### src/hdl/pdl_pkg.sv
// ----------------------------------------------------------------------------
// pdl_pkg
// shared types and constants of the door lock controller
// ----------------------------------------------------------------------------
package pdl_pkg;

    localparam int PASSWORD_LEN = 5;
    localparam int IDX_W        = (PASSWORD_LEN > 1) ? $clog2(PASSWORD_LEN) : 1;
    localparam int CFG_IDX_W    = 3;

    localparam logic [7:0] KEY_OPEN   = 8'h2B;
    localparam logic [7:0] KEY_CHANGE = 8'h2D;

    localparam logic REQ_BYTE = 1'b0;
    localparam logic REQ_TICK = 1'b1;

    localparam logic REPLY_MATCH    = 1'b0;
    localparam logic REPLY_MISMATCH = 1'b1;

    localparam logic [1:0] MOTOR_STOP = 2'd0;
    localparam logic [1:0] MOTOR_FWD  = 2'd1;
    localparam logic [1:0] MOTOR_REV  = 2'd2;

    localparam logic [CFG_IDX_W-1:0] CFG_OPEN_SECONDS  = 3'd0;
    localparam logic [CFG_IDX_W-1:0] CFG_HOLD_SECONDS  = 3'd1;
    localparam logic [CFG_IDX_W-1:0] CFG_CLOSE_SECONDS = 3'd2;
    localparam logic [CFG_IDX_W-1:0] CFG_ALARM_SECONDS = 3'd3;
    localparam logic [CFG_IDX_W-1:0] CFG_FAIL_LIMIT    = 3'd4;

    localparam logic [7:0] RST_OPEN_SECONDS  = 8'd15;
    localparam logic [7:0] RST_HOLD_SECONDS  = 8'd3;
    localparam logic [7:0] RST_CLOSE_SECONDS = 8'd15;
    localparam logic [7:0] RST_ALARM_SECONDS = 8'd60;
    localparam logic [2:0] RST_FAIL_LIMIT    = 3'd3;

    typedef struct packed {
        logic [7:0] open_seconds;
        logic [7:0] hold_seconds;
        logic [7:0] close_seconds;
        logic [7:0] alarm_seconds;
        logic [2:0] failures_to_alarm;
    } t_cfg;

endpackage

### src/hdl/pdl_ifs.sv
// ----------------------------------------------------------------------------
// pdl interfaces
// request, result and register write channels of the door lock controller
// ----------------------------------------------------------------------------
interface pdl_in_if;
    logic       valid;
    logic       ready;
    logic       req_type;
    logic [7:0] byte_value;

    modport source (output valid, req_type, byte_value, input ready);
    modport sink   (input valid, req_type, byte_value, output ready);
endinterface

interface pdl_out_if;
    logic       valid;
    logic       ready;
    logic       reply_valid;
    logic       reply_code;
    logic [1:0] motor_cmd;
    logic       siren_on;
    logic [3:0] phase_now;

    modport source (output valid, reply_valid, reply_code, motor_cmd, siren_on, phase_now,
                    input ready);
    modport sink   (input valid, reply_valid, reply_code, motor_cmd, siren_on, phase_now,
                    output ready);
endinterface

interface pdl_cfg_if;
    logic                          valid;
    logic                          ready;
    logic [pdl_pkg::CFG_IDX_W-1:0] index;
    logic [7:0]                    data;

    modport source (output valid, index, data, input ready);
    modport sink   (input valid, index, data, output ready);
endinterface

### src/hdl/pdl_cfg_regs.sv
// ----------------------------------------------------------------------------
// pdl_cfg_regs
// timing and failure limit registers, written through the register channel
// ----------------------------------------------------------------------------
module pdl_cfg_regs (
    input  logic            i_clk,
    input  logic            i_rst_n,
    pdl_cfg_if.sink         i_cfg,
    output pdl_pkg::t_cfg   o_cfg
);

    pdl_pkg::t_cfg r_cfg;

    assign i_cfg.ready = 1'b1;
    assign o_cfg       = r_cfg;

    always_ff @(posedge i_clk) begin
        if (!i_rst_n) begin
            r_cfg.open_seconds      <= pdl_pkg::RST_OPEN_SECONDS;
            r_cfg.hold_seconds      <= pdl_pkg::RST_HOLD_SECONDS;
            r_cfg.close_seconds     <= pdl_pkg::RST_CLOSE_SECONDS;
            r_cfg.alarm_seconds     <= pdl_pkg::RST_ALARM_SECONDS;
            r_cfg.failures_to_alarm <= pdl_pkg::RST_FAIL_LIMIT;
        end else if (i_cfg.valid) begin
            unique case (i_cfg.index)
                pdl_pkg::CFG_OPEN_SECONDS:  r_cfg.open_seconds      <= i_cfg.data;
                pdl_pkg::CFG_HOLD_SECONDS:  r_cfg.hold_seconds      <= i_cfg.data;
                pdl_pkg::CFG_CLOSE_SECONDS: r_cfg.close_seconds     <= i_cfg.data;
                pdl_pkg::CFG_ALARM_SECONDS: r_cfg.alarm_seconds     <= i_cfg.data;
                pdl_pkg::CFG_FAIL_LIMIT:    r_cfg.failures_to_alarm <= i_cfg.data[2:0];
                default: ;
            endcase
        end
    end

endmodule

### src/hdl/password_door_lock_controller.sv
// ----------------------------------------------------------------------------
// password_door_lock_controller
// password setup, menu, password check, door motor and alarm sequencing
// ----------------------------------------------------------------------------
// Each request word (a keypad byte or a one-second tick) is taken into an
// input register and produces exactly one result word, from a single pass of
// compare and phase logic into the result register. A new
// request is taken every cycle as long as the result register is empty or is
// being drained, so the sustained rate is one word per clock; a stalled
// result holds off at most one further request in the input register.
// Register writes are expected only while no word is in flight.
module password_door_lock_controller (
    input  logic      i_clk,
    input  logic      i_rst_n,
    pdl_in_if.sink    i_in,
    pdl_out_if.source o_out,
    pdl_cfg_if.sink   i_cfg
);

    typedef enum logic [3:0] {
        PH_SETUP1     = 4'd0,
        PH_SETUP2     = 4'd1,
        PH_MENU       = 4'd2,
        PH_CHECK      = 4'd3,
        PH_WAIT_OPEN  = 4'd4,
        PH_OPENING    = 4'd5,
        PH_HOLDING    = 4'd6,
        PH_CLOSING    = 4'd7,
        PH_WAIT_ALARM = 4'd8,
        PH_ALARM      = 4'd9
    } t_phase;

    typedef enum logic [1:0] {
        CH_NONE   = 2'd0,
        CH_OPEN   = 2'd1,
        CH_CHANGE = 2'd2
    } t_choice;

    localparam logic [pdl_pkg::IDX_W-1:0] LAST_IDX = pdl_pkg::IDX_W'(pdl_pkg::PASSWORD_LEN - 1);

    pdl_pkg::t_cfg w_cfg;

    pdl_cfg_regs u_cfg (
        .i_clk   (i_clk),
        .i_rst_n (i_rst_n),
        .i_cfg   (i_cfg),
        .o_cfg   (w_cfg)
    );

    // input register
    logic       r_in_valid;
    logic       r_in_req;
    logic [7:0] r_in_byte;
    logic       w_adv;

    // control state
    t_phase                    r_phase, n_phase;
    logic [pdl_pkg::IDX_W-1:0] r_idx, n_idx;
    logic                      r_mm, n_mm;
    t_choice                   r_choice, n_choice;
    logic [2:0]                r_fail, n_fail;
    logic [7:0]                r_sec, n_sec;

    // password stores
    logic [7:0] r_first [pdl_pkg::PASSWORD_LEN];
    logic [7:0] r_saved [pdl_pkg::PASSWORD_LEN];
    logic       n_first_we;
    logic       n_save;

    // result register
    logic       r_out_valid;
    logic       r_reply_valid, n_reply_valid;
    logic       r_reply_code, n_reply_code;
    logic [1:0] r_motor, n_motor;
    logic       r_buzzer, n_buzzer;

    logic       w_last;
    logic [7:0] w_sec_inc;
    logic [7:0] w_limit;
    logic       w_time_up;
    logic       w_mm_first;
    logic       w_mm_saved;
    logic       w_fail_hit;

    assign w_adv      = r_in_valid && (!r_out_valid || o_out.ready);
    assign i_in.ready = !r_in_valid || w_adv;

    always_ff @(posedge i_clk) begin
        if (!i_rst_n) begin
            r_in_valid <= 1'b0;
        end else if (i_in.ready) begin
            r_in_valid <= i_in.valid;
        end
        if (i_in.ready && i_in.valid) begin
            r_in_req  <= i_in.req_type;
            r_in_byte <= i_in.byte_value;
        end
    end

    assign w_last     = (r_idx == LAST_IDX);
    assign w_sec_inc  = r_sec + 8'd1;
    assign w_time_up  = (w_sec_inc >= w_limit) || (w_sec_inc == 8'd0);
    assign w_mm_first = r_mm || (r_first[r_idx] != r_in_byte);
    assign w_mm_saved = r_mm || (r_saved[r_idx] != r_in_byte);
    assign w_fail_hit = ({1'b0, r_fail} + 4'd1) >= {1'b0, w_cfg.failures_to_alarm};

    always_comb begin
        unique case (r_phase)
            PH_OPENING: w_limit = w_cfg.open_seconds;
            PH_HOLDING: w_limit = w_cfg.hold_seconds;
            PH_CLOSING: w_limit = w_cfg.close_seconds;
            default:    w_limit = w_cfg.alarm_seconds;
        endcase
    end

    always_comb begin
        n_phase       = r_phase;
        n_idx         = r_idx;
        n_mm          = r_mm;
        n_choice      = r_choice;
        n_fail        = r_fail;
        n_sec         = r_sec;
        n_first_we    = 1'b0;
        n_save        = 1'b0;
        n_reply_valid = 1'b0;
        n_reply_code  = pdl_pkg::REPLY_MATCH;

        if (r_in_req == pdl_pkg::REQ_TICK) begin
            unique case (r_phase)
                PH_OPENING, PH_HOLDING, PH_CLOSING, PH_ALARM: begin
                    n_sec = w_sec_inc;
                    if (w_time_up) begin
                        n_sec = 8'd0;
                        unique case (r_phase)
                            PH_OPENING: n_phase = PH_HOLDING;
                            PH_HOLDING: n_phase = PH_CLOSING;
                            default: begin
                                n_phase  = PH_MENU;
                                n_idx    = '0;
                                n_mm     = 1'b0;
                                n_choice = CH_NONE;
                            end
                        endcase
                    end
                end
                PH_SETUP1, PH_SETUP2, PH_MENU, PH_CHECK, PH_WAIT_OPEN, PH_WAIT_ALARM: ;
                default: begin
                    n_phase  = PH_SETUP1;
                    n_idx    = '0;
                    n_mm     = 1'b0;
                    n_choice = CH_NONE;
                end
            endcase
        end else begin
            unique case (r_phase)
                PH_SETUP1: begin
                    n_first_we = 1'b1;
                    if (w_last) begin
                        n_phase = PH_SETUP2;
                        n_idx   = '0;
                        n_mm    = 1'b0;
                    end else begin
                        n_idx = r_idx + 1'b1;
                    end
                end
                PH_SETUP2: begin
                    n_mm = w_mm_first;
                    if (w_last) begin
                        n_reply_valid = 1'b1;
                        n_idx         = '0;
                        n_mm          = 1'b0;
                        n_choice      = CH_NONE;
                        if (w_mm_first) begin
                            n_reply_code = pdl_pkg::REPLY_MISMATCH;
                            n_phase      = PH_SETUP1;
                        end else begin
                            n_save  = 1'b1;
                            n_phase = PH_MENU;
                        end
                    end else begin
                        n_idx = r_idx + 1'b1;
                    end
                end
                PH_MENU: begin
                    if (r_in_byte == pdl_pkg::KEY_OPEN || r_in_byte == pdl_pkg::KEY_CHANGE) begin
                        n_choice = (r_in_byte == pdl_pkg::KEY_OPEN) ? CH_OPEN : CH_CHANGE;
                        n_fail   = 3'd0;
                        n_phase  = PH_CHECK;
                        n_idx    = '0;
                        n_mm     = 1'b0;
                    end
                end
                PH_CHECK: begin
                    n_mm = w_mm_saved;
                    if (w_last) begin
                        n_reply_valid = 1'b1;
                        n_idx         = '0;
                        if (!w_mm_saved) begin
                            if (r_choice == CH_OPEN) begin
                                n_phase = PH_WAIT_OPEN;
                            end else begin
                                n_phase  = PH_SETUP1;
                                n_mm     = 1'b0;
                                n_choice = CH_NONE;
                            end
                        end else begin
                            n_reply_code = pdl_pkg::REPLY_MISMATCH;
                            n_mm         = 1'b0;
                            if (w_fail_hit) begin
                                n_phase = PH_WAIT_ALARM;
                            end else begin
                                n_fail = r_fail + 3'd1;
                            end
                        end
                    end else begin
                        n_idx = r_idx + 1'b1;
                    end
                end
                PH_WAIT_OPEN: begin
                    n_phase = PH_OPENING;
                    n_sec   = 8'd0;
                end
                PH_WAIT_ALARM: begin
                    n_phase = PH_ALARM;
                    n_sec   = 8'd0;
                end
                PH_OPENING, PH_HOLDING, PH_CLOSING, PH_ALARM: ;
                default: begin
                    n_phase  = PH_SETUP1;
                    n_idx    = '0;
                    n_mm     = 1'b0;
                    n_choice = CH_NONE;
                end
            endcase
        end

        n_motor  = (n_phase == PH_OPENING) ? pdl_pkg::MOTOR_FWD :
                   (n_phase == PH_CLOSING) ? pdl_pkg::MOTOR_REV : pdl_pkg::MOTOR_STOP;
        n_buzzer = (n_phase == PH_ALARM);
    end

    always_ff @(posedge i_clk) begin
        if (!i_rst_n) begin
            r_phase     <= PH_SETUP1;
            r_idx       <= '0;
            r_mm        <= 1'b0;
            r_choice    <= CH_NONE;
            r_fail      <= 3'd0;
            r_sec       <= 8'd0;
            r_out_valid <= 1'b0;
        end else begin
            if (w_adv) begin
                r_phase       <= n_phase;
                r_idx         <= n_idx;
                r_mm          <= n_mm;
                r_choice      <= n_choice;
                r_fail        <= n_fail;
                r_sec         <= n_sec;
                r_reply_valid <= n_reply_valid;
                r_reply_code  <= n_reply_code;
                r_motor       <= n_motor;
                r_buzzer      <= n_buzzer;
                if (n_first_we) begin
                    r_first[r_idx] <= r_in_byte;
                end
                if (n_save) begin
                    r_saved <= r_first;
                end
            end
            if (w_adv) begin
                r_out_valid <= 1'b1;
            end else if (o_out.ready) begin
                r_out_valid <= 1'b0;
            end
        end
    end

    assign o_out.valid       = r_out_valid;
    assign o_out.reply_valid = r_reply_valid;
    assign o_out.reply_code  = r_reply_code;
    assign o_out.motor_cmd   = r_motor;
    assign o_out.siren_on    = r_buzzer;
    assign o_out.phase_now   = r_phase;

    // a full input register with a stalled result must hold off new words
    a_no_overrun: assert property (@(posedge i_clk) disable iff (!i_rst_n)
        (r_in_valid && r_out_valid && !o_out.ready) |-> !i_in.ready)
        else $error("request taken while result stalled");

    // a mismatch code only comes with a reply
    a_code_needs_reply: assert property (@(posedge i_clk) disable iff (!i_rst_n)
        (r_out_valid && r_reply_code) |-> r_reply_valid)
        else $error("mismatch code without reply");

    // the alarm wait is only reached from a password check
    a_alarm_from_check: assert property (@(posedge i_clk) disable iff (!i_rst_n)
        (r_phase == PH_WAIT_ALARM && $past(r_phase) != PH_WAIT_ALARM)
            |-> $past(r_phase) == PH_CHECK)
        else $error("alarm wait entered from wrong phase");

    // leaving the alarm always lands in the menu
    a_alarm_exit: assert property (@(posedge i_clk) disable iff (!i_rst_n)
        ($past(r_phase) == PH_ALARM && r_phase != PH_ALARM) |-> r_phase == PH_MENU)
        else $error("alarm left to wrong phase");

    // digit index stays inside the password
    a_idx_range: assert property (@(posedge i_clk) disable iff (!i_rst_n)
        r_idx <= LAST_IDX)
        else $error("digit index out of range");

endmodule
### src/flat_wrapper.sv
// flat-port wrapper written by rule: the top's interface ports become plain ports
module password_door_lock_controller_flat 
  (i_clk, i_rst_n, i_in_valid, i_in_req_type, i_in_byte_value, i_in_ready, o_out_valid, o_out_reply_valid, o_out_reply_code, o_out_motor_cmd, o_out_siren_on, o_out_phase_now, o_out_ready, i_cfg_valid, i_cfg_index, i_cfg_data, i_cfg_ready);
  pdl_in_if i_in_i ();
  pdl_out_if o_out_i ();
  pdl_cfg_if i_cfg_i ();
  input  logic i_clk;
  input  logic i_rst_n;
  input wire logic [$bits(i_in_i.valid)-1:0] i_in_valid;
  input wire logic [$bits(i_in_i.req_type)-1:0] i_in_req_type;
  input wire logic [$bits(i_in_i.byte_value)-1:0] i_in_byte_value;
  output wire logic [$bits(i_in_i.ready)-1:0] i_in_ready;
  output wire logic [$bits(o_out_i.valid)-1:0] o_out_valid;
  output wire logic [$bits(o_out_i.reply_valid)-1:0] o_out_reply_valid;
  output wire logic [$bits(o_out_i.reply_code)-1:0] o_out_reply_code;
  output wire logic [$bits(o_out_i.motor_cmd)-1:0] o_out_motor_cmd;
  output wire logic [$bits(o_out_i.siren_on)-1:0] o_out_siren_on;
  output wire logic [$bits(o_out_i.phase_now)-1:0] o_out_phase_now;
  input wire logic [$bits(o_out_i.ready)-1:0] o_out_ready;
  input wire logic [$bits(i_cfg_i.valid)-1:0] i_cfg_valid;
  input wire logic [$bits(i_cfg_i.index)-1:0] i_cfg_index;
  input wire logic [$bits(i_cfg_i.data)-1:0] i_cfg_data;
  output wire logic [$bits(i_cfg_i.ready)-1:0] i_cfg_ready;
  assign i_in_i.valid = i_in_valid;
  assign i_in_i.req_type = i_in_req_type;
  assign i_in_i.byte_value = i_in_byte_value;
  assign i_in_ready = i_in_i.ready;
  assign o_out_valid = o_out_i.valid;
  assign o_out_reply_valid = o_out_i.reply_valid;
  assign o_out_reply_code = o_out_i.reply_code;
  assign o_out_motor_cmd = o_out_i.motor_cmd;
  assign o_out_siren_on = o_out_i.siren_on;
  assign o_out_phase_now = o_out_i.phase_now;
  assign o_out_i.ready = o_out_ready;
  assign i_cfg_i.valid = i_cfg_valid;
  assign i_cfg_i.index = i_cfg_index;
  assign i_cfg_i.data = i_cfg_data;
  assign i_cfg_ready = i_cfg_i.ready;
  password_door_lock_controller u_core (.i_clk(i_clk), .i_rst_n(i_rst_n), .i_in(i_in_i), .o_out(o_out_i), .i_cfg(i_cfg_i));
endmodule
### config.mk
export PLATFORM = sky130hd
export DESIGN_NAME = password_door_lock_controller_flat
export DESIGN_NICKNAME = d
export VERILOG_FILES = /design/src/hdl/pdl_pkg.sv /design/src/hdl/pdl_ifs.sv /design/src/hdl/pdl_cfg_regs.sv /design/src/hdl/password_door_lock_controller.sv /design/src/flat_wrapper.sv
export SDC_FILE = /design/constraint.sdc
export NUM_CORES = 1
export LEC_CHECK = 0
export BUFFER_PORTS_ARGS = -buffer_cell sky130_fd_sc_hd__buf_2
export CELL_PAD_IN_SITES_DETAIL_PLACEMENT = 1
export CELL_PAD_IN_SITES_GLOBAL_PLACEMENT = 2
export CORE_ASPECT_RATIO = 0.6
export CORE_MARGIN = 2
export CORE_UTILIZATION = 41
export DETAILED_ROUTE_END_ITERATION = 10
export GPL_TIMING_DRIVEN = 0
export PLACE_DENSITY = 0.85
export SETUP_SLACK_MARGIN = 0.15
export SLEW_MARGIN = 10
export SYNTH_ARGS = -nofsm -noshare
export SYNTH_HDL_FRONTEND = slang
export SYNTH_SLANG_ARGS = --single-unit
### constraint.sdc
create_clock -name i_clk -period 6 [get_ports i_clk]
set_input_delay 0.3 -clock i_clk [delete_from_list [all_inputs] [get_ports i_clk]]
set_output_delay 0.3 -clock i_clk [all_outputs]
set_load 0.01 [all_outputs]
==> implementation parameters <==
Parameter                              Value

Clock tree
  CTS root buffer    clkbuf_16
  Post-CTS Setup Bufs    0
  CTS tree    yes
  Number of hold-repair buffers added at the cts stage    0
  TritonCTS Buffers    17
  CTS Buffer Depth    2
  Clock-pin slew of the registers on the worst-case setup and hold paths    70 ps
  Skew-Pair Late Insertion Delay    ~440 ps
  Post-cts gate resize count    0
  Clock sinks    152
  H-tree lvl count    4

Critical path
  Biggest fanout along the worst timing path    10
  Source of the critical timing path    u_core.o_out.phase_now[1]$_SDFFE_PN0P_
  Crit path arrival time    5340 ps
  Worst-case reg-to-reg path depth    15
  Critical path start-end classification    reg -> reg
  Element type at the critical path start    flip-flop
  Crit Reg-Reg Endpoint    u_core.r_mm$_SDFFE_PN0P_
  Worst reg2reg setup slack    970 ps
  Crit path capture type    flip-flop
  Data required time of the critical path    6320 ps
  Start of the worst register-to-register path    u_core.o_out.phase_now[1]$_SDFFE_PN0P_

Finish
  Layout Area Growth over Synthesis    14.44%
  Commonest non-fill, non-tap cell in the layout    nand2_1
  Fillers    2026
  Most frequent cells in the layout    nand2_1 (108), edfxtp_1 (94), dfxtp_1 (58)
  Final Net Count    800
  Ant. Diodes    0
  Share of cells above drive strength 1    0.1321
  Final std cells w/o fill    between 1k and 1.5k
  Storage element area    3984 sq um
  Multi-input combinational cell area    3147 sq um

Global routing
  First-pass GRT wire length    approximately 33000 um
  Global Route Usage Sum    0.2371
  Number of antenna violations at the first check in global routing    0
  Number of global-route vias before repair    5815
  Maximum number of pins on one net before global-route repair    17
  Aggregate global routing overflow    0

Synth
  Most used flip-flop cell after synthesis    edfxtp_1
  Count of cell types in the netlist    72
  Mapped Avg Cell Area    10.55 sq um
  Area fraction of the dominant cell type after synthesis    0.3810
  Warning count from the yosys run    0
  Part of the Yosys area used for sequential elements    0.5377
  Cell taking the most area after synthesis    edfxtp_1
  Total nets after synthesis    743
  Number of enable flip-flop cells after synthesis    94
  Cell types with the largest area share after synthesis    edfxtp_1 (38%), dfxtp_1 (16%), mux2i_1 (5.7%)
  Synthesized netlist cell count    roughly 700
  Post-synthesis instance area    7410 sq um
  Async set-reset flop share out of synthesis    0
  Post-synthesis register bit count    between 150 and 200

Routing
  Total iterations of the first detailed-routing run    6
  Detailed-route wire length per cell    21.81 um
  Remaining antenna violation count    0
  DRC violations left    0
  Avg Vias per Cell    about 5.7
  Violation count after the first detailed-route iteration    498
  Total via count after detailed routing    5800
  Wire length after detailed routing    22070 um

Timing
  Normalized max-slew margin    0.2146
  Portion of the clock cycle consumed by the worst path in the final layout    0.8379
  Post-route minimum period    5027 ps
  Peak Freq    198.9 MHz
  Setup clock skew after layout    roughly 11 ps
  Number of hold violations in the final report    0
  Worst-Margin Slew    1174 ps
  Setup repair after global routing missed its margin    no
  Accumulated negative setup slack    0 ps
  Final number of setup-violating endpoints    0
  Final-report max-slew violation count    0

Floorplan
  Number of core rows    38
  Die height    108.1 um
  Overall die width    177.6 um
  Floorplan Core Area    ~18000 sq um
  Die area    roughly 19000 sq um
  Number of primary I/O pins    37
  Starting density of the core    0.4145

Power and ir drop
  Total power per unit cell area    270.3 nW/um^2
  Max VDD drop    0.1784 mV
  Lkg Pwr    0.002994 uW

Hold path
  Hold Path Sink    u_core.r_in_byte[1]$_DFFE_PP_
  Type of the tightest min-delay check    in -> reg
  Number of cells on the worst hold path    1
  Worst min-delay path startpoint    i_in_byte_value[1]

Placement
  # port buffers    35
  Half-perimeter wire length after placement    roughly 16000 um
  Final GP Congestion    0.8921
  Placed Instances    980

Run status
  Status    complete, no violations

Run
  Max-capacitance violation count    0
[synthesized netlist by cell type, drive strengths merged, types with 4 or more instances]
library cell / instances
nand2: 108
edfxtp: 94
dfxtp: 58
nor2: 48
a21oi: 46
mux2i: 42
clkbuf: 27
nand3: 26
o21ai: 20
buf: 16
ha: 16
xor2: 16
inv: 15
nor3: 14
nand2b: 11
and3: 10
o221ai: 9
xnor2: 9
a22oi: 8
nor2b: 8
nor3b: 8
nand3b: 7
o22ai: 7
and2: 5
nand4: 5
o22a: 5
a211oi: 4
a311oi: 4
mux2: 4
or3: 4
[power by group]
part           switching [uW]  internal [uW]
sequential               15.0           1120
clock                     485            545
combinational            84.0           46.3
[logic make-up (layout without fill, tap and decap cells)]
logic type	Yosys count	after routing	share of synthesized area
buf+inv	59	129	0.03900
fa+ha+maj	16	16	0.02702
mux	48	48	0.06889
xor+xnor	25	25	0.02955
compound gates	131	131	0.1190
simple gates	270	270	0.1783
flops	152	152	0.5377
other cells	1	1	0.0005061
[per-layer routing]
layer	wire [um]	track usage
met4	178	0.05269
met1	11190	0.3556
met5	0	0
met3	1526	0.05977
met2	9171	0.3419
[through the flow]
step	cell area (sq um)	setup WS (ps)	hold slack [ps]	total power, uW	utilization
3_3_place_gp	7885	-904.0	420.4	1276	0.4411
4_1_cts	8479	1084	22.00	2305	0.4743
6_report	8479	972.7	34.21	2292	0.4743
3_5_place_dp	7918	1093	435.7	1281	0.4429
5_1_grt	8479	663.9	21.23	2355	0.4743
2_1_floorplan	7410	741.2	398.9	1229	-
[critical path, stage by stage, from the launching register on]
cell	delay (ps)
dfxtp_1	440
clkbuf_1	390
buf_1	520
buf_1	730
mux2i_1	190
nand2_1	100
o221ai_1	240
ha_1	400
nand2_1	50
o21ai_0	140
a21oi_1	100
o221ai_1	500
nor2_1	230
nor3_1	480
o21ai_0	220
mux2i_1	150
[layout make-up]
class | count | share of cell area
sequential | 152 | 0.4698
multi-input combinational | 491 | 0.3711
clock buffer | 17 | 0.05017
tap | 240 | 0.03541
buffer | 43 | 0.02700
timing repair buffer | 38 | 0.02331
clock inverter | 15 | 0.01608
inverter | 16 | 0.007083
[worst max-delay path by stage]
stage / end / slack (ps)
floorplan: u_core.r_saved[0]$_DFFE_PP_ / 740
global placement: u_core.r_saved[23]$_DFFE_PP_ / -900
detailed placement: u_core.r_sec[2]$_SDFFE_PN0P_ / 1090
CTS: u_core.r_sec[2]$_SDFFE_PN0P_ / 1080
global route: u_core.r_mm$_SDFFE_PN0P_ / 660
finish: u_core.r_mm$_SDFFE_PN0P_ / 970
[registers in the layout, summed over array words and instances, names as in the netlist]
name,count
u_core.o_out.motor_cmd,2
u_core.o_out.phase_now,4
u_core.o_out.reply_code,1
u_core.o_out.reply_valid,1
u_core.o_out.siren_on,1
u_core.o_out.valid,1
u_core.r_choice,2
u_core.r_fail,3
u_core.r_first,40
u_core.r_idx,3
u_core.r_in_byte,8
u_core.r_in_req,1
u_core.r_in_valid,1
u_core.r_mm,1
u_core.r_saved,40
u_core.r_sec,8
u_core.u_cfg.o_cfg,35
Note: power is estimated with default switching activity, not from simulation.
